$ cat config.mk
export PLATFORM = sky130hd
export DESIGN_NAME = flash_page_ring_log_pointers
export DESIGN_NICKNAME = d
export VERILOG_FILES = /design/src/rtl/fprlp_pkg.sv /design/src/rtl/fprlp_ptr.sv /design/src/rtl/flash_page_ring_log_pointers.sv
export SDC_FILE = /design/constraint.sdc
export NUM_CORES = 1
export LEC_CHECK = 0
export BUFFER_PORTS_ARGS = -buffer_cell sky130_fd_sc_hd__buf_2
export CAP_MARGIN = 20
export CORE_MARGIN = 10
export CORE_UTILIZATION = 58
export CTS_BUF_LIST = sky130_fd_sc_hd__clkbuf_8
export CTS_CLUSTER_SIZE = 12
export DETAILED_ROUTE_END_ITERATION = 8
export PLACE_DENSITY = 0.83
export SYNTH_ARGS = -nofsm -noshare
export SYNTH_HDL_FRONTEND = slang
export SYNTH_HIERARCHICAL = 1
export SYNTH_SLANG_ARGS = --single-unit
$ cat constraint.sdc
create_clock -name clk -period 4.5 [get_ports clk]
set_input_delay 0.45 -clock clk [delete_from_list [all_inputs] [get_ports clk]]
set_output_delay 0.45 -clock clk [all_outputs]
set_load 0.005 [all_outputs]
$ cat src/rtl/fprlp_pkg.sv
// ----------------------------------------------------------------------------
// fprlp_pkg: flash page ring log pointers, shared definitions
// Ring geometry, operation codes and the request and response words.
// ----------------------------------------------------------------------------
package fprlp_pkg;

  localparam int RING_PAGES     = 64;
  localparam int SLOTS_PER_PAGE = 512;
  localparam int TOTAL_SLOTS    = RING_PAGES * SLOTS_PER_PAGE;

  localparam int PAGE_W  = $clog2(RING_PAGES);
  localparam int OFS_W   = $clog2(SLOTS_PER_PAGE);
  localparam int SLOT_W  = $clog2(TOTAL_SLOTS);
  localparam int CNT_W   = SLOT_W + 1;

  localparam int OP_W       = 2;
  localparam int ERASE_W    = 6;
  localparam int SLOT_OUT_W = 15;
  localparam int DATA_W     = 32;

  localparam logic [OP_W-1:0] OP_STORE = 2'd0;
  localparam logic [OP_W-1:0] OP_FETCH = 2'd1;
  localparam logic [OP_W-1:0] OP_CLEAR = 2'd2;

  localparam logic [PAGE_W-1:0] LAST_PAGE = PAGE_W'(RING_PAGES - 1);
  localparam logic [OFS_W-1:0]  LAST_OFS  = OFS_W'(SLOTS_PER_PAGE - 1);

  typedef struct packed {
    logic [OP_W-1:0]   op;
    logic [DATA_W-1:0] record_low;
    logic [DATA_W-1:0] record_high;
  } req_t;

  typedef struct packed {
    logic                  erase_request;
    logic [ERASE_W-1:0]    erase_page;
    logic                  program_request;
    logic                  slot_valid;
    logic [SLOT_OUT_W-1:0] slot;
    logic [DATA_W-1:0]     word_low;
    logic [DATA_W-1:0]     word_high;
    logic [SLOT_OUT_W-1:0] unread_count;
  } rsp_t;

  function automatic logic [SLOT_W-1:0] to_slot(input logic [PAGE_W-1:0] page,
                                                input logic [OFS_W-1:0]  ofs);
    logic [SLOT_W-1:0] base;
    base = SLOT_W'(SLOT_W'(page) * SLOT_W'(SLOTS_PER_PAGE));
    return SLOT_W'(base + SLOT_W'(ofs));
  endfunction

endpackage

$ cat src/rtl/fprlp_ptr.sv
// ----------------------------------------------------------------------------
// fprlp_ptr: pointer and lap flag state
// Holds the write and read pointers and a lap flag, forms the response for
// the current request word and updates the state when step is high. Stores
// fill pages in order from page 0, so a page holds data once the write
// pointer has moved into it, or once the write pointer has gone round the
// whole ring.
// ----------------------------------------------------------------------------
module fprlp_ptr
  import fprlp_pkg::*;
(
  input  logic clk,
  input  logic rst,
  input  logic step,
  input  req_t req,
  output rsp_t rsp
);

  logic [PAGE_W-1:0] write_page, write_page_next;
  logic [OFS_W-1:0]  write_ofs, write_ofs_next;
  logic [PAGE_W-1:0] read_page, read_page_next;
  logic [OFS_W-1:0]  read_ofs, read_ofs_next;
  logic              lapped, lapped_next;

  logic [PAGE_W-1:0] after_write_page;
  logic [PAGE_W-1:0] after_read_page;
  logic              next_page_written;
  logic [SLOT_W-1:0] wr_lin, rd_lin;
  logic [CNT_W-1:0]  diff;

  assign after_write_page = (write_page == LAST_PAGE) ? '0 : PAGE_W'(write_page + 1'b1);
  assign after_read_page  = (read_page == LAST_PAGE) ? '0 : PAGE_W'(read_page + 1'b1);
  assign next_page_written = lapped || (write_page == LAST_PAGE);

  always_comb begin
    write_page_next = write_page;
    write_ofs_next  = write_ofs;
    read_page_next  = read_page;
    read_ofs_next   = read_ofs;
    lapped_next     = lapped;
    rsp             = '0;
    case (req.op)
      OP_STORE: begin
        if (write_ofs == '0) begin
          if ((read_page == write_page) && next_page_written) begin
            read_page_next = after_write_page;
            read_ofs_next  = '0;
          end
          rsp.erase_request = 1'b1;
          rsp.erase_page    = ERASE_W'(write_page);
        end
        rsp.program_request = 1'b1;
        rsp.slot            = SLOT_OUT_W'(to_slot(write_page, write_ofs));
        rsp.word_low        = req.record_low;
        rsp.word_high       = req.record_high;
        if (write_ofs == LAST_OFS) begin
          write_ofs_next  = '0;
          write_page_next = after_write_page;
          if (write_page == LAST_PAGE) begin
            lapped_next = 1'b1;
          end
        end else begin
          write_ofs_next = OFS_W'(write_ofs + 1'b1);
        end
      end
      OP_FETCH: begin
        if ((read_page != write_page) || (read_ofs != write_ofs)) begin
          rsp.slot_valid = 1'b1;
          rsp.slot       = SLOT_OUT_W'(to_slot(read_page, read_ofs));
          if (read_ofs == LAST_OFS) begin
            read_ofs_next  = '0;
            read_page_next = after_read_page;
          end else begin
            read_ofs_next = OFS_W'(read_ofs + 1'b1);
          end
        end
      end
      OP_CLEAR: begin
        write_page_next = '0;
        write_ofs_next  = '0;
        read_page_next  = '0;
        read_ofs_next   = '0;
        lapped_next     = 1'b0;
      end
      default: begin
      end
    endcase
    wr_lin = to_slot(write_page_next, write_ofs_next);
    rd_lin = to_slot(read_page_next, read_ofs_next);
    if (wr_lin >= rd_lin) begin
      diff = CNT_W'(CNT_W'(wr_lin) - CNT_W'(rd_lin));
    end else begin
      diff = CNT_W'(CNT_W'(wr_lin) + CNT_W'(TOTAL_SLOTS) - CNT_W'(rd_lin));
    end
    rsp.unread_count = SLOT_OUT_W'(diff);
  end

  always_ff @(posedge clk) begin
    if (rst) begin
      write_page <= '0;
      write_ofs  <= '0;
      read_page  <= '0;
      read_ofs   <= '0;
      lapped     <= 1'b0;
    end else if (step) begin
      write_page <= write_page_next;
      write_ofs  <= write_ofs_next;
      read_page  <= read_page_next;
      read_ofs   <= read_ofs_next;
      lapped     <= lapped_next;
    end
  end

endmodule

$ cat src/rtl/flash_page_ring_log_pointers.sv
// ----------------------------------------------------------------------------
// flash_page_ring_log_pointers: pointer manager for a flash record ring
// Issues erase and program commands for stores, hands out read slots for
// fetches and reports the number of unread records after every word.
//
//   channel  dir  handshake            word
//   req      in   req_valid/req_ready  req_t: op, record_low, record_high
//   rsp      out  rsp_valid/rsp_ready  rsp_t: commands, slot, count
//
// A request word passes the pointer logic and is held in the response
// register once that register is free. One word a cycle while rsp_ready
// stays high. A stalled response holds the pass; an empty request register
// still takes one more word. Reset clears both pointers and the lap flag.
// ----------------------------------------------------------------------------
module flash_page_ring_log_pointers
  import fprlp_pkg::*;
(
  input  logic clk,
  input  logic rst,
  input  logic req_valid,
  output logic req_ready,
  input  req_t req,
  output logic rsp_valid,
  input  logic rsp_ready,
  output rsp_t rsp
);

  logic req_full;
  req_t req_q;
  logic advance;
  rsp_t rsp_d;

  assign advance   = req_full && (!rsp_valid || rsp_ready);
  assign req_ready = !req_full || advance;

  fprlp_ptr u_ptr (
    .clk  (clk),
    .rst  (rst),
    .step (advance),
    .req  (req_q),
    .rsp  (rsp_d)
  );

  always_ff @(posedge clk) begin
    if (rst) begin
      req_full  <= 1'b0;
      rsp_valid <= 1'b0;
    end else begin
      if (req_valid && req_ready) begin
        req_full <= 1'b1;
      end else if (advance) begin
        req_full <= 1'b0;
      end
      if (advance) begin
        rsp_valid <= 1'b1;
      end else if (rsp_ready) begin
        rsp_valid <= 1'b0;
      end
    end
  end

  always_ff @(posedge clk) begin
    if (req_valid && req_ready) begin
      req_q <= req;
    end
    if (advance) begin
      rsp <= rsp_d;
    end
  end

endmodule
# --- Word-level counts from Yosys, hierarchy flattened ---
# Cells that the tools add are included.
op_classes:
  addsub: 11
  order_cmp: 1
  n_eq_ne: 11
  mux: 28
  n_reduce_logical: 16
op_table:
  columns: ["op", "n"]
  rows:
  - ["adder 15 x 9 -> 15 bit", 4]
  - ["two-way mux 9 bit", 5]
  - ["two-way mux 6 bit", 7]
  - ["one-hot mux 15 bit (2 select lines)", 1]
  - ["subtractor 15 bit", 2]
  - ["one-hot mux 9 bit (3 select lines)", 1]
  - ["adder 9 x 1 -> 9 bit (second input constant)", 2]
  - ["equality test 9 bit (second input constant)", 2]
  - ["one-hot mux 6 bit (3 select lines)", 1]
  - ["one-hot mux 9 bit (2 select lines)", 1]
  - ["two-way mux 16 bit", 1]
  - ["adder 15 x 1 -> 15 bit (second input constant)", 1]
  - ["greater-or-equal comparator 15 bit", 1]
  - ["two-way mux 15 bit", 1]
  - ["adder 6 x 1 -> 6 bit (second input constant)", 2]
  - ["equality test 6 bit (second input constant)", 2]
  - ["one-hot mux 6 bit (2 select lines)", 1]
  - ["zero test 9 bit", 1]
  - ["inequality test 9 bit", 1]
  - ["two-way mux 1 bit", 7]
  - ["two-way mux 7 bit", 1]
  - ["equality test 6 bit", 1]
  - ["inequality test 6 bit", 1]
  - ["nonzero test 2 bit", 3]
  - ["other kinds (10)", 17]
totals:
  register_bits: 202
  inputBits: 70
  output_inout_bits: 105
  wordCells: 85

# --- Longest topological paths before layout ---
depth:
  ltp_word: 9
  ltp_mapped: 17
  ltp_nobuf: 17

# --- Modules after synthesis ---
# Netlist, hierarchy kept.
modules_own_cells:
  columns: ["mod", "instances", "cells_each", "area_per_inst_um2", "seq_area_each_um2"]
  rows:
  - ["flash_page_ring_log_pointers", 1, 179, 5178.7, 5114.9]
  - ["fprlp_ptr", 1, 556, 4036.4, 620.6]

# --- Worst setup path before layout ---
# Ideal clock, no wire load.
synth_timing:
  kind: "register to register"
  from: "register u_ptr.write_page[1]"
  to: "register rsp[12] (netlist bit) (data pin)"
  setup_ps: 258
  arrival_ps: 3382
  required_ps: 4242
  slack_ps: 861
  stages_incl_launch_ff: 16
  path_buffers: 1
  period_less_slack_ps: 3639
  cell_sequence: "dfxtp_1 > ha_1 > and3_1 > clkbuf_1 > a21o_1 > a41oi_2 > a21o_1 > mux2_2 > ha_1 > fa_1 > nor2b_1 > o31ai_1 > a211o_1 > a21bo_2 > nor2b_1 > xnor2_1"
synth_lines:
  columns: ["element", "line", "source"]
  rows:
  - ["from (decl)", "fprlp_ptr.sv:19", "logic [PAGE_W-1:0] write_page, write_page_next;"]
  - ["from (signal assigned)", "fprlp_ptr.sv:106", "write_page <= write_page_next;"]
  - ["to (signal assigned)", "flash_page_ring_log_pointers.sv:67", "rsp <= rsp_d;"]
  - ["to (decl)", "flash_page_ring_log_pointers.sv:25", "output rsp_t rsp"]

==> run metrics <==
status complete, no violations; Rows between 40 and 50; GRT Util Overall 19.4%; post-synthesis mux area share less than 1%; worst-margin pin slew about 900 ps; die height roughly 150 um; Switching Share 24.1%; WHS Path Cells 1; final wirelength approximately 21000 um; Setup Buffers After CTS 0; initial core utilization 58.6%; TritonCTS clock tree yes; clk buf depth 3; Worst Hold Path EP req_q[58]; Pre-Repair DR Iteration Count 5; DR vias/cell roughly 5.6; hpwl dp 15000 um; total of max-cap violations 0; hold buffers post-CTS 0; global-route wire length before repair about 34000 um; global route overflow 0; Core ar. roughly 0.016 mm2; Area Growth Syn to Fin 17.9%; clock-pin slew on the worst setup and hold paths ~60 ps; CP required about 4800 ps; Post-Synth XOR/XNOR Area under 10%; post-synthesis adder-cell area fraction roughly 3.2%; Synth Area in Compound Gates 13.1%; Simple-Gate Fraction of Synth Area around 14%; DIE AREA between 0.02 and 0.025 mm2; Static Leak roughly 0.0044 uW; Max stage delay on crit path 490 ps; power share of the clock group between 30% and 40%; placed standard-cell area 0.0102 mm2; H-tree Lvls 2; Post-CTS Resized 0; startpoint types flop; Synth Flop Type edfxtp_1; IO Pins 175; Critical Path Slowest Stage Cell dfxtp_1; Critical Path Most Common Cell ha_1; CTS Buf Count 34; chip width between 100 and 150 um; layout cells sized above 1 ~28%; Worst Clk Skew approximately 32 ps; Async S/R FF share, synth 0%; initial antenna violation count 1; Fmax 246 MHz; largest family of logic cells by synthesized area simple AND/OR/NAND/NOR gates; Worst Min Path Start req[58]; drt drc 0; RSZ-0062 raised after global routing no; Max VDD drop between 0.3 and 0.4 mV; Min Clock Period, post-route about 4100 ps; Yosys cell types 72; Syn Std Cell Area just over 0.009 mm2; RR Endpoint rsp[14]; Final WS setup between 400 and 500 ps; total number of vias approximately 6500; WL per Instance around 18 um; met1 Resource Use GR a little under a quarter; register area share after synthesis between 60% and 70%; sw power about 990 uW; register-to-register setup slack approximately 440 ps; Power Dens Cells 378 mW/mm2; design area 0.0109 mm2; Max Slew Vio Count 0; CP Capture Type flop; GP Congestion around 0.96; Crit Path Class flop to flop; worst skew pair latency between 500 and 600 ps; Syn Inst Count approximately 740; worst path arrival time about 4300 ps; Syn Nets roughly 830; final-stage net count 1007; pin count of the biggest net entering global routing between 60 and 70; cell family with most CP delay adder cells; period utilization between 90% and 100%; total power 4110 uW; Logic pwr share a little over a tenth; vias in the first global route ~6400; endpoints failing setup 0; WHS 113 ps; Synthesis Warnings 6; Routed Antenna Nets 0; busiest layer in global routing met2; CTS root buffer clkbuf_8; crit-path cells ha_1 > nand3_1 > nor2_1 > and2_1 > ha_1 > buf_4 > a211oi_4 > mux2_2 > ha_1 > fa_1 > nor2b_1 > o31ai_1 > a211o_1 > a21bo_2 > a21oi_1 > xor2_1; internal power around 3100 uW; EDFF count, synth around 170; Worst Reg-to-Reg Cells 16; Fin. Hold Viols 0; M3 GR Usage under 10%; post-synthesis area per instance 12.5 um2; reg2reg start u_ptr/read_ofs[1]; Critical Path Fanout Max 10; met2 usage between 30% and 40%; drt first-iter violations 609; Fill cells roughly 1100; Hold Path Class input pin to flop; setup tns final 0 ps; Reg power frac 53.1%; worst path bufs/invs 1; IO buf count between 150 and 200; Yosys reg bits slightly above 200; Rel. slew slack just under 40%; clk sink count a little over 200; dpl ws roughly 500 ps
==> layer usage <==
layer  routed length, um  vias to the layer above
li1                    -                     3088
met1                8370                     3053
met2               10400                      303
met3                1650                       55
met4                 776                        0
met5                   0                        -
==> metrics by stage <==
stage / util, % / cells
2_1_floorplan: - / 735
3_3_place_gp: 65.2 / 1094
5_1_grt: 69.1 / 1153
4_1_cts: 69.1 / 1152
3_5_place_dp: 65.2 / 1094
6_report: 69.1 / 1153
==> worst max path at each step <==
stage                              startpoint      end  slack [ps]  depth (start not counted)
final                       u_ptr/read_ofs[1]  rsp[14]         440                         16
after global routing        u_ptr/read_ofs[1]  rsp[14]         140                         16
after CTS                   u_ptr/read_ofs[1]  rsp[14]         510                         16
after detailed placement    u_ptr/read_ofs[1]  rsp[14]         500                         16
after global placement      u_ptr/read_ofs[1]  rsp[12]         590                         16
after floorplan           u_ptr/write_page[1]  rsp[12]         860                         15
==> cells in the mapped netlist (all sizes together), types with 2 or more instances <==
master	number	area share (%)
and4	7	0.69
xor2	18	1.7
o21ai	27	1.5
o211a	4	0.43
ha	22	3.0
a311oi	7	0.67
xnor2	13	1.2
a32o	4	0.43
a22o	16	1.5
o41ai	2	0.19
a2111oi	3	0.49
or3	5	0.34
nor2	47	1.9
o32ai	3	0.29
o211ai	5	0.41
a21o	5	0.41
dfxtp	33	7.2
o31ai	7	0.57
or2	6	0.41
nand2b	2	0.14
o311ai	2	0.19
inv	21	0.86
a22oi	7	0.57
mux2i	5	0.54
nor3	7	0.38
o21a	7	0.57
clkbuf	24	0.99
a21boi	3	0.24
buf	23	1.6
nand2	48	2.0
nand4	3	0.20
a41oi	3	0.45
a21oi	36	2.1
a211oi	5	0.60
and3	11	0.75
nor4	4	0.57
nor2b	3	0.20
o31a	3	0.29
a31oi	5	0.34
edfxtp	169	55
nand3	15	0.81
and2	81	5.6
==> registers in the layout, summed over array words and instances (netlist names) <==
signal            flops
rsp                 103
u_ptr/write_page      6
req_full              1
u_ptr/read_ofs        9
u_ptr/read_page       6
rsp_valid             1
u_ptr/write_ofs       9
u_ptr/lapped          1
req_q                66
==> cell type report <==
type	count	area [um2]	share of cell area (%)
clock inverters	22	125	1.15
diodes	1	2.50	0.0230
inverters	21	78.8	0.726
flip-flops and latches	202	5740	52.8
well taps	216	270	2.49
clock buffers	36	495	4.56
multi-input cells	465	3170	29.1
repair buffers	190	991	9.12
==> cell families after synthesis <==
| logic type | count (synthesis) |
|---|---|
| AO/OA/AOI/OAI | 163 |
| buffers and inverters | 68 |
| flip-flops | 202 |
| multiplexers | 6 |
| XOR/XNOR | 31 |
| AND/OR/NAND/NOR | 242 |
| adder cells (fa/ha/maj) | 23 |
==> cell usage in the layout (no fill, tap or decap), types with 13 or more instances in the layout <==
cell      instances
dfxtp_1          33
xnor2_1          13
inv_1            27
a22o_1           16
buf_2           174
nor2_1           46
nand3_1          15
and2_1           77
a21oi_1          33
o21ai_0          27
xor2_1           18
nand2_1          48
edfxtp_1        169
buf_4            16
ha_1             22
clkbuf_8         36
==> worst reg2reg max path, stage by stage (launching register included) <==
cell and delay [ps]:
dfxtp_1 490, ha_1 250, nand3_1 170, nor2_1 180, and2_1 140, ha_1 270, buf_4 220, a211oi_4 80
mux2_2 290, ha_1 210, fa_1 410, nor2b_1 150, o31ai_1 130, a211o_1 320, a21bo_2 230, a21oi_1 170
xor2_1 90
==> power groups by stage <==
stage | sequential [uW] | combinational, uW | clock, uW
3_5_place_dp | 2220 | 426 | 0
2_1_floorplan | 2220 | 268 | 0
4_1_cts | 2180 | 429 | 1540
5_1_grt | 2190 | 476 | 1620
6_report | 2180 | 430 | 1500
3_3_place_gp | 2220 | 419 | 0
Power figures use the tool's default switching activity.
